<file path="src/sv/odpm_pkg.sv">
// shared widths, codes, constants and types of the ordered dither palette mapper
package odpm_pkg;

	localparam int ACTION_W = 3;
	localparam int SAMPLE_W = 8;
	localparam int LINE_W   = 12;
	localparam int INDEX_W  = 10;
	localparam int DATA_W   = 8;
	localparam int CFG_IDX_W  = 2;
	localparam int CFG_DATA_W = 4;

	// item actions
	localparam logic [ACTION_W-1:0] ACT_PIXEL     = 3'd0;
	localparam logic [ACTION_W-1:0] ACT_WR_QUOT   = 3'd1;
	localparam logic [ACTION_W-1:0] ACT_WR_REM    = 3'd2;
	localparam logic [ACTION_W-1:0] ACT_WR_MATRIX = 3'd3;
	localparam logic [ACTION_W-1:0] ACT_WR_MAP    = 3'd4;

	// dither modes, anything above mono passes red through
	localparam logic [1:0] MODE_COLOUR = 2'd0;
	localparam logic [1:0] MODE_MONO   = 2'd1;

	// register indexes
	localparam logic [CFG_IDX_W-1:0] CFG_DITHER_MODE     = 2'd0;
	localparam logic [CFG_IDX_W-1:0] CFG_CHANNEL_COUNT   = 2'd1;
	localparam logic [CFG_IDX_W-1:0] CFG_USE_COLOUR_MAP  = 2'd2;
	localparam logic [CFG_IDX_W-1:0] CFG_COLOUR_MAP_BITS = 2'd3;

	localparam int LUMA_W = 15;
	localparam int LUMA_R = 35;
	localparam int LUMA_G = 55;
	localparam int LUMA_B = 10;
	// divide by 100: multiply by ceil(2^19 / 100), exact for sums up to 25500
	localparam int LUMA_RECIP   = 5243;
	localparam int LUMA_RECIP_W = 13;
	localparam int LUMA_SHIFT   = 19;

	localparam int QUANT_W      = 9;
	localparam int GREEN_WEIGHT = 6;
	localparam int BLUE_WEIGHT  = 36;

	localparam int QTAB_DEPTH = 256;
	localparam int QTAB_AW    = 8;
	localparam int MAP_SECTIONS = 3;
	localparam logic [3:0] MAP_BITS_MAX = 4'd8;

	typedef struct packed {
		logic [1:0] dither_mode;
		logic [1:0] channel_count;
		logic       use_colour_map;
		logic [3:0] colour_map_bits;
	} cfg_t;

endpackage

</file>
<file path="src/sv/odpm_ram.sv">
// single write port, single read port table memory with registered read data
module odpm_ram #(
	parameter int DEPTH = 256,
	parameter int AW    = 8
) (
	input  logic                        clk,
	input  logic                        we,
	input  logic [AW-1:0]               waddr,
	input  logic [odpm_pkg::DATA_W-1:0] wdata,
	input  logic                        re,
	input  logic [AW-1:0]               raddr,
	output logic [odpm_pkg::DATA_W-1:0] rdata
);
	import odpm_pkg::*;

	logic [DATA_W-1:0] mem_q [DEPTH];

	always_ff @(posedge clk) begin
		if (we) begin
			mem_q[waddr] <= wdata;
		end
	end

	// read sees the old entry when the same address is written at that edge
	always_ff @(posedge clk) begin
		if (re) begin
			rdata <= mem_q[raddr];
		end
	end

endmodule

</file>
<file path="config.mk">
export PLATFORM = sky130hd
export DESIGN_NAME = odpm_ram
export DESIGN_NICKNAME = d
export VERILOG_FILES = /design/src/sv/odpm_pkg.sv /design/src/sv/odpm_ram.sv
export SDC_FILE = /design/constraint.sdc
export NUM_CORES = 2
export LEC_CHECK = 0
export BUFFER_PORTS_ARGS = -buffer_cell sky130_fd_sc_hd__buf_2
export CORE_ASPECT_RATIO = 0.8
export CORE_MARGIN = 5
export CORE_UTILIZATION = 59
export CTS_BUF_LIST = sky130_fd_sc_hd__clkbuf_8
export CTS_CLUSTER_DIAMETER = 150
export CTS_CLUSTER_SIZE = 40
export DETAILED_ROUTE_END_ITERATION = 8
export PLACE_DENSITY = 0.9
export SYNTH_ARGS = -nofsm -noshare
export SYNTH_HDL_FRONTEND = slang
export SYNTH_SLANG_ARGS = --single-unit
</file>
<file path="constraint.sdc">
create_clock -name clk -period 2.25 [get_ports clk]
set_input_delay 0.1125 -clock clk [delete_from_list [all_inputs] [get_ports clk]]
set_output_delay 0.1125 -clock clk [all_outputs]
set_load 0.005 [all_outputs]
</file>
==> results.toml <==
[worst_setup_path]
required_ps = 2840
timing.rr.start = "mem_q[77][1]"
crit_arrival_ps = 3160
r2r_end = "rdata[1]"
timing_worst_setup_path_type = "reg -> reg"
r2r_cells = 7
path_max_fanout = 1
r2r_slack_ps = -310
cp-start-kind = "flop"
end_kind = "flop"

[power_and_ir_drop]
finalPower_mw = 59.21
p_int_mw = 46.37
pwr_density_cell_nw_per_um2 = 672.7
p_seq_frac = 0.713
p_clk_frac = 0.209
vdd_drop_max_uv = 742.8
leakagePower_nw = 27.70
p_sw_frac = 0.2169
combPwrFrac = 0.077
p_sw_mw = 12.84

[placed_design]
place_hpwl_mm = 139.7
place_congestion = 0.9469
port_buffers = 34
placed_area_um2 = 86530

[synthesis]
synth_top_area_share = 0.7753
synthMuxAreaShare = 0.1460
yosysTopAreaCell = "edfxtp_1"
yosys.area_share.simple = 0.02625
ys_ff_latch = 2056
synth_area_um2 = 79640
ys_types = 54
synthAdderAreaFrac = 0
yosys_warnings = 0
avgSynthCellArea_um2 = 21.33
synth_top_family_by_area = "multiplexers"
syn-num-nets = 3760
syn_inst = 3733
synthXorXnorAreaFrac = 0
netlist_top_cells_area = "edfxtp_1, mux4_2, mux2i_1"
synth_compound_gate_area_share = 0.03416
ys_seq_area_frac = 0.7753

[detailed_routing]
drt-wirelength-per-cell_um = 34.34
drc = 0
drt-initial-drc-count = 8216
drt.antenna.violating_nets = 0
drt_first_pass_iters = 7
post_drt_via_cell_ratio = 7.075
vias = 42860
wirelength_mm = 208.0

[clock_network]
cts-root-buf = "clkbuf_8"
ctsHtreeMaxLevel = 2
insertion_delay_ps = 920
cts_tree = "done"
post_cts_buffers = 0
cts_num_sinks = 2056
cts_buffers = 57
cts.clk_slew.worst_paths_ps = 220
clk_path_buf_depth = 3

[cells_and_area]
syn_to_final_growth_pct = 10.52
regArea_um2 = 61740
drive_gt1_frac = 0.2984
final_cell_mix = "edfxtp_1, buf_4, mux4_2, nor2_1, mux2i_1"
final_area_um2 = 88020
fin_nets = 4304
mostFrequentLayoutCell = "edfxtp_1"
fill_cells = 7828
multi_input_area_um2 = 16890

[grt]
grt_pass1_wl_mm = 298.6
grt.overflow.total = 0
grt_pass1_vias = 42720
grtUsageTotal = 0.2898
antenna_found_initial = 15
grt_max_degree = 120

[die]
start_util = 0.5946
fp.dieH_um = 338.6
rows = 120
die_width_um = 420.8
coreArea_um2 = 133900
dieArea_um2 = 142500
ios = 35

[run]
maxCapViolations = 0

[timing]
max_freq_ghz = 0.3901
clock_skew_ps = 98.41
setup_violations = 8
fin_tns_setup_ps = -1701
min_period_over_period = 1.139
slew_headroom = 0.4348
fin_crit_ps = 2563
finalMaxSlewViolations = 0
hold_viol = 0
grt_setup_unrepaired = "yes"
worst_slew_pin_slew_ps = 845.7
fin_ws_ps = -313.3

[min_path]
holdPathStages = 2
min_to = "mem_q[17][6]"
hold_path_class = "in -> reg"
min_from = "wdata[6]"

[status]
status = "finished with violations"
violations = "setup timing"
==> worst max-delay path by stage <==
stage	start	endpoint	slack, ps	depth (start not counted)
2_1_floorplan	raddr[0]	rdata[2]	60	9
3_3_place_gp	raddr[0]	rdata[0]	-1140	10
3_5_place_dp	raddr[0]	rdata[1]	-1210	10
4_1_cts	mem_q[86][1]	rdata[1]	-280	6
5_1_grt	mem_q[77][1]	rdata[1]	-340	7
6_report	mem_q[77][1]	rdata[1]	-310	7
==> routing by layer <==
layer,vias to the layer above,global-route usage,wire length [um]
li1,16570,-,-
met5,-,0,44
met2,3939,0.4569,99830
met3,683,0.06796,29900
met4,8,0.1257,12080
met1,21660,0.3949,66190
==> timing repair <==
action	in CTS	in global routing
setup endpoints to repair	8	8
pin swaps	13	17
hold endpoints to repair	1328	0
hold buffers	19	0
gates resized for setup	38	34
==> state kept, by name, indices dropped and copies added (netlist names) <==
register,flops
mem_q,2048
rdata,8
==> power by group through the flow <==
| stage | clock network (mW) | registers [mW] | logic, mW |
|---|---|---|---|
| after floorplan | 0 | 43.1 | 2.05 |
| after global placement | 0 | 43.1 | 4.07 |
| after detailed placement | 0 | 43.1 | 4.29 |
| after CTS | 12.3 | 42.2 | 4.39 |
| after global routing | 13.8 | 42.3 | 4.71 |
| final | 12.4 | 42.2 | 4.57 |
==> area by class of cell <==
type / count / share of cell area
clock inverters: 3 / 0.0006113
multi-input cells: 1442 / 0.1919
diodes: 10 / 0.0002843
repair buffers: 718 / 0.07149
flip-flops and latches: 2056 / 0.7014
clock buffers: 58 / 0.009069
well taps: 1769 / 0.02515
inverters: 2 / 0.00008529
==> cell usage after synthesis, drive strengths merged <==
cell and instances:
a2111oi 5, a211oi 16, a21boi 1, a21oi 96, a221oi 14, a22o 8, a22oi 133, a311oi 2
a31oi 2, and2 6, and3 1, and3b 2, buf 122, clkbuf 111, clkinv 1, edfxtp 2056
inv 1, mux2 1, mux2i 134, mux4 456, nand2 33, nand2b 8, nand3 34, nand3b 2
nand4 10, nor2 282, nor2b 31, nor3 22, nor3b 1, nor4 27, nor4b 1, o211ai 10
o21ai 12, o221ai 47, o22a 5, o22ai 28, o311ai 1, o32ai 5, or2 4, or2b 1
or3b 1
==> kinds of logic (layout without fill, tap and decap cells) <==
logic type,after synthesis,in the layout
flops,2056,2056
other cells,0,10
compound gates,385,385
mux,591,591
buf+inv,235,781
simple gates,466,466
==> worst max-delay path, stage by stage (launching register included) <==
cell and delay, ps:
edfxtp_1 410, mux4_2 480, nor2b_1 180, a211oi_1 380, nor2_1 150, nor4_4 400, buf_4 220, nor4_2 40
==> stage by stage <==
stage               std cells    util  hold WS [ps]  worst slack (ps)
floorplan                3733       -         211.4             61.37
CTS                      6049  0.6556         85.84            -275.3
global route             6053  0.6571         124.7            -337.8
detailed placement       5970  0.6461         473.7             -1207
finish                   6058  0.6572         129.2            -313.3
global placement         5970  0.6461         468.5             -1140
(Power assumes the default switching activity.)
