## config.mk

```make
export PLATFORM = sky130hd
export DESIGN_NAME = odpm_cfg_regs_flat
export DESIGN_NICKNAME = d
export VERILOG_FILES = /design/src/sv/odpm_pkg.sv /design/src/sv/odpm_if.sv /design/src/sv/odpm_cfg_regs.sv /design/src/flat_wrapper.sv
export SDC_FILE = /design/constraint.sdc
export NUM_CORES = 1
export LEC_CHECK = 0
export ABC_CLOCK_PERIOD_IN_PS = 900
export CELL_PAD_IN_SITES_DETAIL_PLACEMENT = 0
export CELL_PAD_IN_SITES_GLOBAL_PLACEMENT = 1
export CORE_AREA = 2 2 39 41
export CTS_BUF_LIST = sky130_fd_sc_hd__clkbuf_16
export CTS_CLUSTER_DIAMETER = 150
export CTS_CLUSTER_SIZE = 40
export DETAILED_ROUTE_END_ITERATION = 16
export DIE_AREA = 0 0 41 43
export DONT_BUFFER_PORTS = 1
export PLACE_DENSITY = 0.58
export SETUP_SLACK_MARGIN = 0.15
export SYNTH_ARGS = -nofsm -noshare
export SYNTH_HDL_FRONTEND = slang
export SYNTH_SLANG_ARGS = --single-unit
```

## constraint.sdc

```tcl
create_clock -name clk -period 0.9 [get_ports clk]
set_clock_uncertainty 0.15 [all_clocks]
set_input_delay 0.225 -clock clk [delete_from_list [all_inputs] [get_ports clk]]
set_output_delay 0.225 -clock clk [all_outputs]
set_load 0.01 [all_outputs]
```

## src/sv/odpm_pkg.sv

```systemverilog
// shared widths, codes, constants and types of the ordered dither palette mapper
package odpm_pkg;

	localparam int ACTION_W = 3;
	localparam int SAMPLE_W = 8;
	localparam int LINE_W   = 12;
	localparam int INDEX_W  = 10;
	localparam int DATA_W   = 8;
	localparam int CFG_IDX_W  = 2;
	localparam int CFG_DATA_W = 4;

	// item actions
	localparam logic [ACTION_W-1:0] ACT_PIXEL     = 3'd0;
	localparam logic [ACTION_W-1:0] ACT_WR_QUOT   = 3'd1;
	localparam logic [ACTION_W-1:0] ACT_WR_REM    = 3'd2;
	localparam logic [ACTION_W-1:0] ACT_WR_MATRIX = 3'd3;
	localparam logic [ACTION_W-1:0] ACT_WR_MAP    = 3'd4;

	// dither modes, anything above mono passes red through
	localparam logic [1:0] MODE_COLOUR = 2'd0;
	localparam logic [1:0] MODE_MONO   = 2'd1;

	// register indexes
	localparam logic [CFG_IDX_W-1:0] CFG_DITHER_MODE     = 2'd0;
	localparam logic [CFG_IDX_W-1:0] CFG_CHANNEL_COUNT   = 2'd1;
	localparam logic [CFG_IDX_W-1:0] CFG_USE_COLOUR_MAP  = 2'd2;
	localparam logic [CFG_IDX_W-1:0] CFG_COLOUR_MAP_BITS = 2'd3;

	localparam int LUMA_W = 15;
	localparam int LUMA_R = 35;
	localparam int LUMA_G = 55;
	localparam int LUMA_B = 10;
	// divide by 100: multiply by ceil(2^19 / 100), exact for sums up to 25500
	localparam int LUMA_RECIP   = 5243;
	localparam int LUMA_RECIP_W = 13;
	localparam int LUMA_SHIFT   = 19;

	localparam int QUANT_W      = 9;
	localparam int GREEN_WEIGHT = 6;
	localparam int BLUE_WEIGHT  = 36;

	localparam int QTAB_DEPTH = 256;
	localparam int QTAB_AW    = 8;
	localparam int MAP_SECTIONS = 3;
	localparam logic [3:0] MAP_BITS_MAX = 4'd8;

	typedef struct packed {
		logic [1:0] dither_mode;
		logic [1:0] channel_count;
		logic       use_colour_map;
		logic [3:0] colour_map_bits;
	} cfg_t;

endpackage

```

## src/sv/odpm_if.sv

```systemverilog


interface odpm_cfg_if;
	logic valid;
	logic ready;
	logic [odpm_pkg::CFG_IDX_W-1:0]  index;
	logic [odpm_pkg::CFG_DATA_W-1:0] data;

	modport source (output valid, index, data, input ready);
	modport sink (input valid, index, data, output ready);
endinterface

```

## src/sv/odpm_cfg_regs.sv

```systemverilog
// configuration registers of the ordered dither palette mapper
module odpm_cfg_regs (
	input  logic          clk,
	input  logic          arst_n,
	odpm_cfg_if.sink      cfg,
	output odpm_pkg::cfg_t cfg_o
);
	import odpm_pkg::*;

	cfg_t cfg_q;

	assign cfg.ready = 1'b1;
	assign cfg_o     = cfg_q;

	always_ff @(posedge clk or negedge arst_n) begin
		if (!arst_n) begin
			cfg_q.dither_mode     <= MODE_COLOUR;
			cfg_q.channel_count   <= 2'd3;
			cfg_q.use_colour_map  <= 1'b0;
			cfg_q.colour_map_bits <= MAP_BITS_MAX;
		end else if (cfg.valid) begin
			case (cfg.index)
				CFG_DITHER_MODE:     cfg_q.dither_mode     <= cfg.data[1:0];
				CFG_CHANNEL_COUNT:   cfg_q.channel_count   <= cfg.data[1:0];
				CFG_USE_COLOUR_MAP:  cfg_q.use_colour_map  <= cfg.data[0];
				CFG_COLOUR_MAP_BITS: cfg_q.colour_map_bits <= cfg.data;
				default: ;
			endcase
		end
	end

endmodule

```

## src/flat_wrapper.sv

```systemverilog
// flat-port wrapper written by rule: the top's interface ports become plain ports
module odpm_cfg_regs_flat import odpm_pkg::*;
  (clk, arst_n, cfg_o, cfg_valid, cfg_index, cfg_data, cfg_ready);
  odpm_cfg_if cfg_i ();
  input  logic clk;
  input  logic arst_n;
  output odpm_pkg::cfg_t cfg_o;
  input wire logic [$bits(cfg_i.valid)-1:0] cfg_valid;
  input wire logic [$bits(cfg_i.index)-1:0] cfg_index;
  input wire logic [$bits(cfg_i.data)-1:0] cfg_data;
  output wire logic [$bits(cfg_i.ready)-1:0] cfg_ready;
  assign cfg_i.valid = cfg_valid;
  assign cfg_i.index = cfg_index;
  assign cfg_i.data = cfg_data;
  assign cfg_ready = cfg_i.ready;
  odpm_cfg_regs u_core (.clk(clk), .arst_n(arst_n), .cfg(cfg_i), .cfg_o(cfg_o));
endmodule
```

==> results of run 1 <==
[where the power goes]
part	internal, uW	total (uW)	switching [uW]
Clock	579	762	182
Sequential	505	575	70.7
Combinational	252	351	99.0
Total	1340	1690	352
[routing by layer]
layer	up-vias	track usage
li1	112	-
met1	123	0.156
met2	21	0.181
met3	5	0.0785
met4	0	0.120
met5	-	0
[Yosys cell counts, drive strengths merged]
master,instances
nand3b,2
dfstp,3
dfrtp,6
nand3,1
buf,1
nor3b,1
conb,1
mux2,9
[layout make-up]
cell class	count	area (sq um)	area share
clock inverters	1	3.75	0.00591
clock buffers	3	75.1	0.118
repair buffers	12	125	0.197
multi-input cells	14	183	0.287
well taps	16	20.0	0.0315
flip-flops and latches	9	229	0.360
[metrics by stage]
stage | total power [uW] | hold slack (ps)
2_1_floorplan | 700 | -221
3_3_place_gp | 792 | -220
3_5_place_dp | 803 | -220
4_1_cts | 1690 | -26.2
5_1_grt | 1780 | -121
6_report | 1690 | -152
[logic make-up (layout without fill, tap and decap cells)]
group,count (synthesis),after routing,share of synthesized area
multiplexers,9,9,0.267
flip-flops,9,9,0.604
AND/OR/NAND/NOR,4,4,0.0990
other,1,1,0.00989
buffers and inverters,1,16,0.0198
[worst reg2reg max path: stages, from the launching register on]
cell     delay [ps]
dfrtp_1         390
buf_6           120
mux2_4          260
[path summary, 6_finish.rpt]
kind / startpoint / endpoint / slack [ps] / cells after the start
setup / recovery: u_core.cfg_o[3]$_DFFE_PN1P_ / cfg_o[3] / -260 / 0
hold / removal: arst_n / u_core.cfg_o[2]$_DFFE_PN0P_ / -150 / 1
setup reg to reg: u_core.cfg_o[7]$_DFFE_PN0P_ / u_core.cfg_o[7]$_DFFE_PN0P_ / -140 / 2
hold reg to reg: u_core.cfg_o[0]$_DFFE_PN0P_ / u_core.cfg_o[0]$_DFFE_PN0P_ / 380 / 1
max in group asynchronous: arst_n / u_core.cfg_o[6]$_DFFE_PN1P_ / 420 / 1
min in group clk: cfg_data[0] / u_core.cfg_o[5]$_DFFE_PN1P_ / -20 / 1
[timing repair]
| action | 4_1_cts | 5_1_grt |
|---|---|---|
| endpoints found under the hold margin | 18 | 15 |
| resized for setup | 8 | 2 |
| setup endpoints to repair | 18 | 27 |
| buffers inserted | 4 | 1 |
==> reports/results.ini, run 1 <==
[run_status]
run_status=complete, but fails checks
violations=hold timing, setup timing

[routing]
vias=261
wl_met2_microns=403
ant_nets=0
vias_per_cell=4.75
top_layer_used=met4
routed_wirelength_microns=861
drt_first_iter_violations=4
wl_per_cell_microns=15.7
wl_met1_microns=297
drt-pass1-iter-count=4
detailroute.wirelength.met3_microns=120
drcViolationCount=0

[flow_run]
maxCapViolCount=0

[layout]
fill_cells=132
fin_nets=49
largest_reg_flops=9
fin_cells=55
n_antenna_cell=0
fin_util=0.459
area_delta_synth_final_pct=67.7
final_area_sq_um=636
mostFrequentLayoutCells=buf_6, mux2_4, dfrtp_1
layout.cells.most_common=buf_6
layout-drive-gt1-share=0.667

[grt]
gr-total-overflow=0
grt_max_degree=10
antenna_found_initial=0
grt_pass1_wl_mm=1.46
track_usage=0.140
grt_pass1_vias=294

[clock_network]
cts_hold_buf=1
htree_num_levels=1
clkLatencyLatePin_ps=230
numClockSinks=9
cts_inserted_buffers=3
cts_tree=yes
clkTransAtPathRegs_ps=40
cts.path.max_buffers=2
cts-root-buf=clkbuf_16

[sta]
worst_slack_ps=-263
rsz0062_at_grt=true
timing.hold.ws_ps=-152
hold_viol=15
setup_viol=17
finalCritPeriodShare=1.29
clock.fmax_mhz=860
finalCriticalPeriod_ps=1160
final_max_slew_viol_count=0
setup_tns_ps=-2750

[critical_path]
critical_path_class=flop to output port
required_ps=520
end_kind=output port
path_max_fanout=2
start_kind=flop
arrival_ps=790

[logic_synthesis]
syn-num-nets=33
netlist_top_cells_area=dfrtp_1, dfstp_2, mux2_1
syn_inst=24
syn-cell-area_sq_um=379
synth_top_cell_by_area=dfrtp_1
ys_types=9
ys_warn_count=0
synth_area_per_cell_sq_um=15.8
synth_top_area_share=0.396
ys_seq_elements=9
synth_seq_area_share=0.604

[min_path]
hold_path.class=input pin to asynchronous set/reset pin

[placed_design]
pre_cts_ws_ps=-160
gp_congestion=0.604
port_buffers=0
dpl_cell_area_sq_um=473
placed_cells=45
hpwl_microns=628

[floorplanning]
start_util=0.274
die-area_sq_mm=0.00176
die_w_microns=41
num_rows=14
fp.dieH_microns=43
ios=19
placeableCoreArea_sq_mm=0.00138

[power]
powerDensity_mw_per_mm2=2660
vdd_drop_max_uv=1200
p_leak_uw=0.000305

No activity file was read; power rests on OpenSTA's default activity.
==> run 2, diff against run 1 <==
RECOVER_POWER = 50   (was not set)
==> reports/results.ini, run 2 (synthesized netlist as in run 1, its figures left out) <==
[sta]
timing.hold.ws_ps=-70.5
setup_viol=17
final_max_slew_viol_count=0
rsz0062_at_grt=true
worst_slack_ps=-263
finalCriticalPeriod_ps=1160
hold_viol=15
clock.fmax_mhz=860
finalCritPeriodShare=1.29

[power]
seqPwrFrac=0.341
swShare=0.209
comb_power_share=0.208
powerDensity_mw_per_mm2=2660
p_clk_frac=0.451
vdd_drop_max_uv=1200
net-switching-power_uw=352
p_leak_uw=0.000296
intPower_uw=1340

[critical_path]
endpoint=cfg_o[3]
crit_cells=0
r2r_end=u_core.cfg_o[7]$_DFFE_PN0P_
rr_worst_depth=2
required_ps=520
r2r-start=u_core.cfg_o[7]$_DFFE_PN0P_
regToRegSetupSlack_ps=-140
start_kind=flop
arrival_ps=790
end_kind=output port
critPathLaunch=u_core.cfg_o[3]$_DFFE_PN1P_
critical_path_class=flop to output port
path_max_fanout=2

[routing]
wl_per_cell_microns=15.7
ant_nets=0
drt_first_iter_violations=4
vias=261
routed_wirelength_microns=861
vias_per_cell=4.75
drt-pass1-iter-count=4
drcViolationCount=0

[clock_network]
clkTransAtPathRegs_ps=40
htree_num_levels=1
cts_inserted_buffers=3
numClockSinks=9
cts_hold_buf=1
cts_tree=yes
cts.path.max_buffers=2
cts-root-buf=clkbuf_16
clkLatencyLatePin_ps=230

[placed_design]
placed_cells=45
gp_congestion=0.604
pre_cts_ws_ps=-160
hpwl_microns=628
port_buffers=0

[grt]
antenna_found_initial=0
grt_max_degree=10
gr-total-overflow=0
track_usage=0.140
grt_pass1_wl_mm=1.46
grt_pass1_vias=294

[layout]
n_antenna_cell=0
layout-drive-gt1-share=0.667
fill_cells=133
fin_util=0.458
fin_cells=55
layout.cells.most_common=buf_6
area_delta_synth_final_pct=67.0
fin_nets=49
mostFrequentLayoutCells=buf_6, mux2_4, dfrtp_1
largest_reg_flops=9

[floorplanning]
ios=19
placeableCoreArea_sq_mm=0.00138
num_rows=14
fp.dieH_microns=43
die_w_microns=41
die-area_sq_mm=0.00176
start_util=0.274

[min_path]
hold_path.class=input pin to asynchronous set/reset pin

[flow_run]
maxCapViolCount=0

[run_status]
run_status=complete, but fails checks
violations=hold timing, setup timing

-- run 2: power by group through the flow --
stage | Combinational, uW | Sequential, uW | Clock [uW]
detailed placement | 232 | 571 | 0
global route | 378 | 585 | 815
global placement | 225 | 567 | 0
finish | 350 | 575 | 762
floorplan | 116 | 583 | 0
CTS | 337 | 574 | 778
-- run 2: cell type report --
cell class / instances / area, sq um / share of cell area
Multi-Input combinational cell: 14 / 183 / 0.289
Clock inverter: 1 / 3.75 / 0.00593
Sequential cell: 9 / 229 / 0.362
Timing Repair Buffer: 12 / 123 / 0.194
Tap cell: 16 / 20.0 / 0.0316
Clock buffer: 3 / 75.1 / 0.119
-- run 2: per-layer routing --
metal  GRT usage  wire length (microns)  share of wire
met5           0                      0              0
met2       0.181                    403           0.47
met1       0.156                    297           0.34
met4       0.120                     39          0.045
met3      0.0785                    120           0.14
-- run 2: metrics by stage --
step           power [uW]  setup TNS [ps]  area [sq um]
3_5_place_dp          803            -605           473
4_1_cts              1690           -2690           622
3_3_place_gp          792            -488           473
2_1_floorplan         700            -401           415
5_1_grt              1780           -3110           633
6_report             1690           -2750           633
-- run 2: timing repair --
action / 4_1_cts / 5_1_grt
setup endpoints to repair: 18 / 27
gates cloned: 0 / 0
resized for setup: 8 / 2
setup buffers: 4 / 1
hold endpoints to repair: 18 / 15
-- run 2: worst min path at each step --
| stage | depth (start not counted) | endpoint | slack [ps] | startpoint |
|---|---|---|---|---|
| final | 1 | u_core.cfg_o[2]$_DFFE_PN0P_ | -70 | arst_n |
| after detailed placement | 0 | u_core.cfg_o[2]$_DFFE_PN0P_ | -220 | arst_n |
| after CTS | 1 | u_core.cfg_o[5]$_DFFE_PN1P_ | -30 | cfg_data[0] |
| after floorplan | 0 | u_core.cfg_o[0]$_DFFE_PN0P_ | -220 | arst_n |
| after global placement | 0 | u_core.cfg_o[2]$_DFFE_PN0P_ | -220 | arst_n |
| after global routing | 1 | u_core.cfg_o[7]$_DFFE_PN0P_ | -40 | arst_n |
==> run 3, diff against run 2 <==
CELL_PAD_IN_SITES_DETAIL_PLACEMENT = 1   (was 0)
==> reports/results.ini, run 3 (synthesized netlist as in run 1, its figures left out) <==
[run_status]
run_status=complete, but fails checks
violations=hold timing, setup timing

[critical_path]
start_kind=flop
arrival_ps=790
critical_path_class=flop to output port
end_kind=output port
path_max_fanout=2
crit_cells=0
rr_worst_depth=2
required_ps=520

[grt]
track_usage=0.141
grt_busiest_layer=met2
gr-usage-met3=0.0785
grt_pass1_vias=307
gr-total-overflow=0
grt_max_degree=10
grt_pass1_wl_mm=1.48
met1_usage=0.150
use_met2=0.200
antenna_found_initial=0

[power]
p_leak_uw=0.000292
vdd_drop_max_uv=1100
powerDensity_mw_per_mm2=2680

[placed_design]
placed_cells=45
dpl_cell_area_sq_um=473
port_buffers=0
pre_cts_ws_ps=-162
gp_congestion=0.604

[floorplanning]
die-area_sq_mm=0.00176
placeableCoreArea_sq_mm=0.00138
start_util=0.274
ios=19
num_rows=14
die_w_microns=41
fp.dieH_microns=43

[sta]
worst_slack_ps=-266
rsz0062_at_grt=true
clock.fmax_mhz=858
finalCritPeriodShare=1.30
timing.hold.ws_ps=-85.1
finalCriticalPeriod_ps=1170
setup_tns_ps=-2710
final_max_slew_viol_count=0
setup_viol=17
hold_viol=15

[layout]
fin_cells=54
area_delta_synth_final_pct=66.0
layout-drive-gt1-share=0.658
mostFrequentLayoutCells=buf_6, mux2_4, dfrtp_1
layout.cells.most_common=buf_6
fin_nets=48
n_antenna_cell=0
largest_reg_flops=9
final_area_sq_um=629

[clock_network]
clkTransAtPathRegs_ps=40
cts_tree=yes
cts-root-buf=clkbuf_16
cts_inserted_buffers=3
cts.path.max_buffers=2
htree_num_levels=1
cts_hold_buf=1
numClockSinks=9
clkLatencyLatePin_ps=230

[routing]
vias_per_cell=4.74
ant_nets=0
drt_first_iter_violations=0
drt-pass1-iter-count=1
routed_wirelength_microns=892
wl_per_cell_microns=16.5
vias=256
drcViolationCount=0

[min_path]
hold_path.class=input pin to asynchronous set/reset pin

[flow_run]
maxCapViolCount=0

-- run 3: changes by cell type in the layout (fill, tap and decap cells not counted), sizes merged --
cell	previous run	this run
buf	11	10
-- run 3: routing by layer --
metal,vias up,part of all wire
met5,-,0
met4,0,0.031
met3,5,0.14
met2,19,0.51
met1,122,0.32
li1,110,-
-- run 3: layout make-up --
type                            instances  area, sq um
Multi-Input combinational cell         14          183
Clock buffer                            3         75.1
Tap cell                               16         20.0
Timing Repair Buffer                   11          119
Clock inverter                          1         3.75
Fill cell                             144          754
Sequential cell                         9          229
-- run 3: power by group --
group	total, uW	internal [uW]	switching (uW)
Sequential	580	505	75.5
Combinational	342	246	95.5
Clock	768	580	188
Total	1690	1330	359
-- run 3: per-stage QoR --
step,power (uW),hold slack [ps],utilization
5_1_grt,1770,-47.6,0.455
4_1_cts,1690,-29.1,0.444
2_1_floorplan,700,-221,-
3_3_place_gp,792,-220,0.342
3_5_place_dp,803,-220,0.342
6_report,1690,-85.1,0.455
-- run 3: final timing paths --
path	slack, ps	end	from
max in group asynchronous	360	u_core.cfg_o[5]$_DFFE_PN1P_	arst_n
min	-90	u_core.cfg_o[1]$_DFFE_PN0P_	arst_n
max	-270	cfg_o[3]	u_core.cfg_o[3]$_DFFE_PN1P_
min reg2reg	390	u_core.cfg_o[1]$_DFFE_PN0P_	u_core.cfg_o[1]$_DFFE_PN0P_
min in group clk	-30	u_core.cfg_o[5]$_DFFE_PN1P_	cfg_data[0]
max reg2reg	-130	u_core.cfg_o[8]$_DFFE_PN0P_	u_core.cfg_o[8]$_DFFE_PN0P_
-- run 3: timing repair --
action | in CTS | in global routing
setup buffers | 3 | 1
hold endpoints to repair | 18 | 15
setup endpoints to repair | 18 | 27
pin swaps | 0 | 0
resized for setup | 8 | 3
-- run 3: worst register-to-register path, delay by kind of cell, from the launching register on --
kind,cells,cell delay [ps]
mux,1,250
buf+inv,1,120
flops,1,390
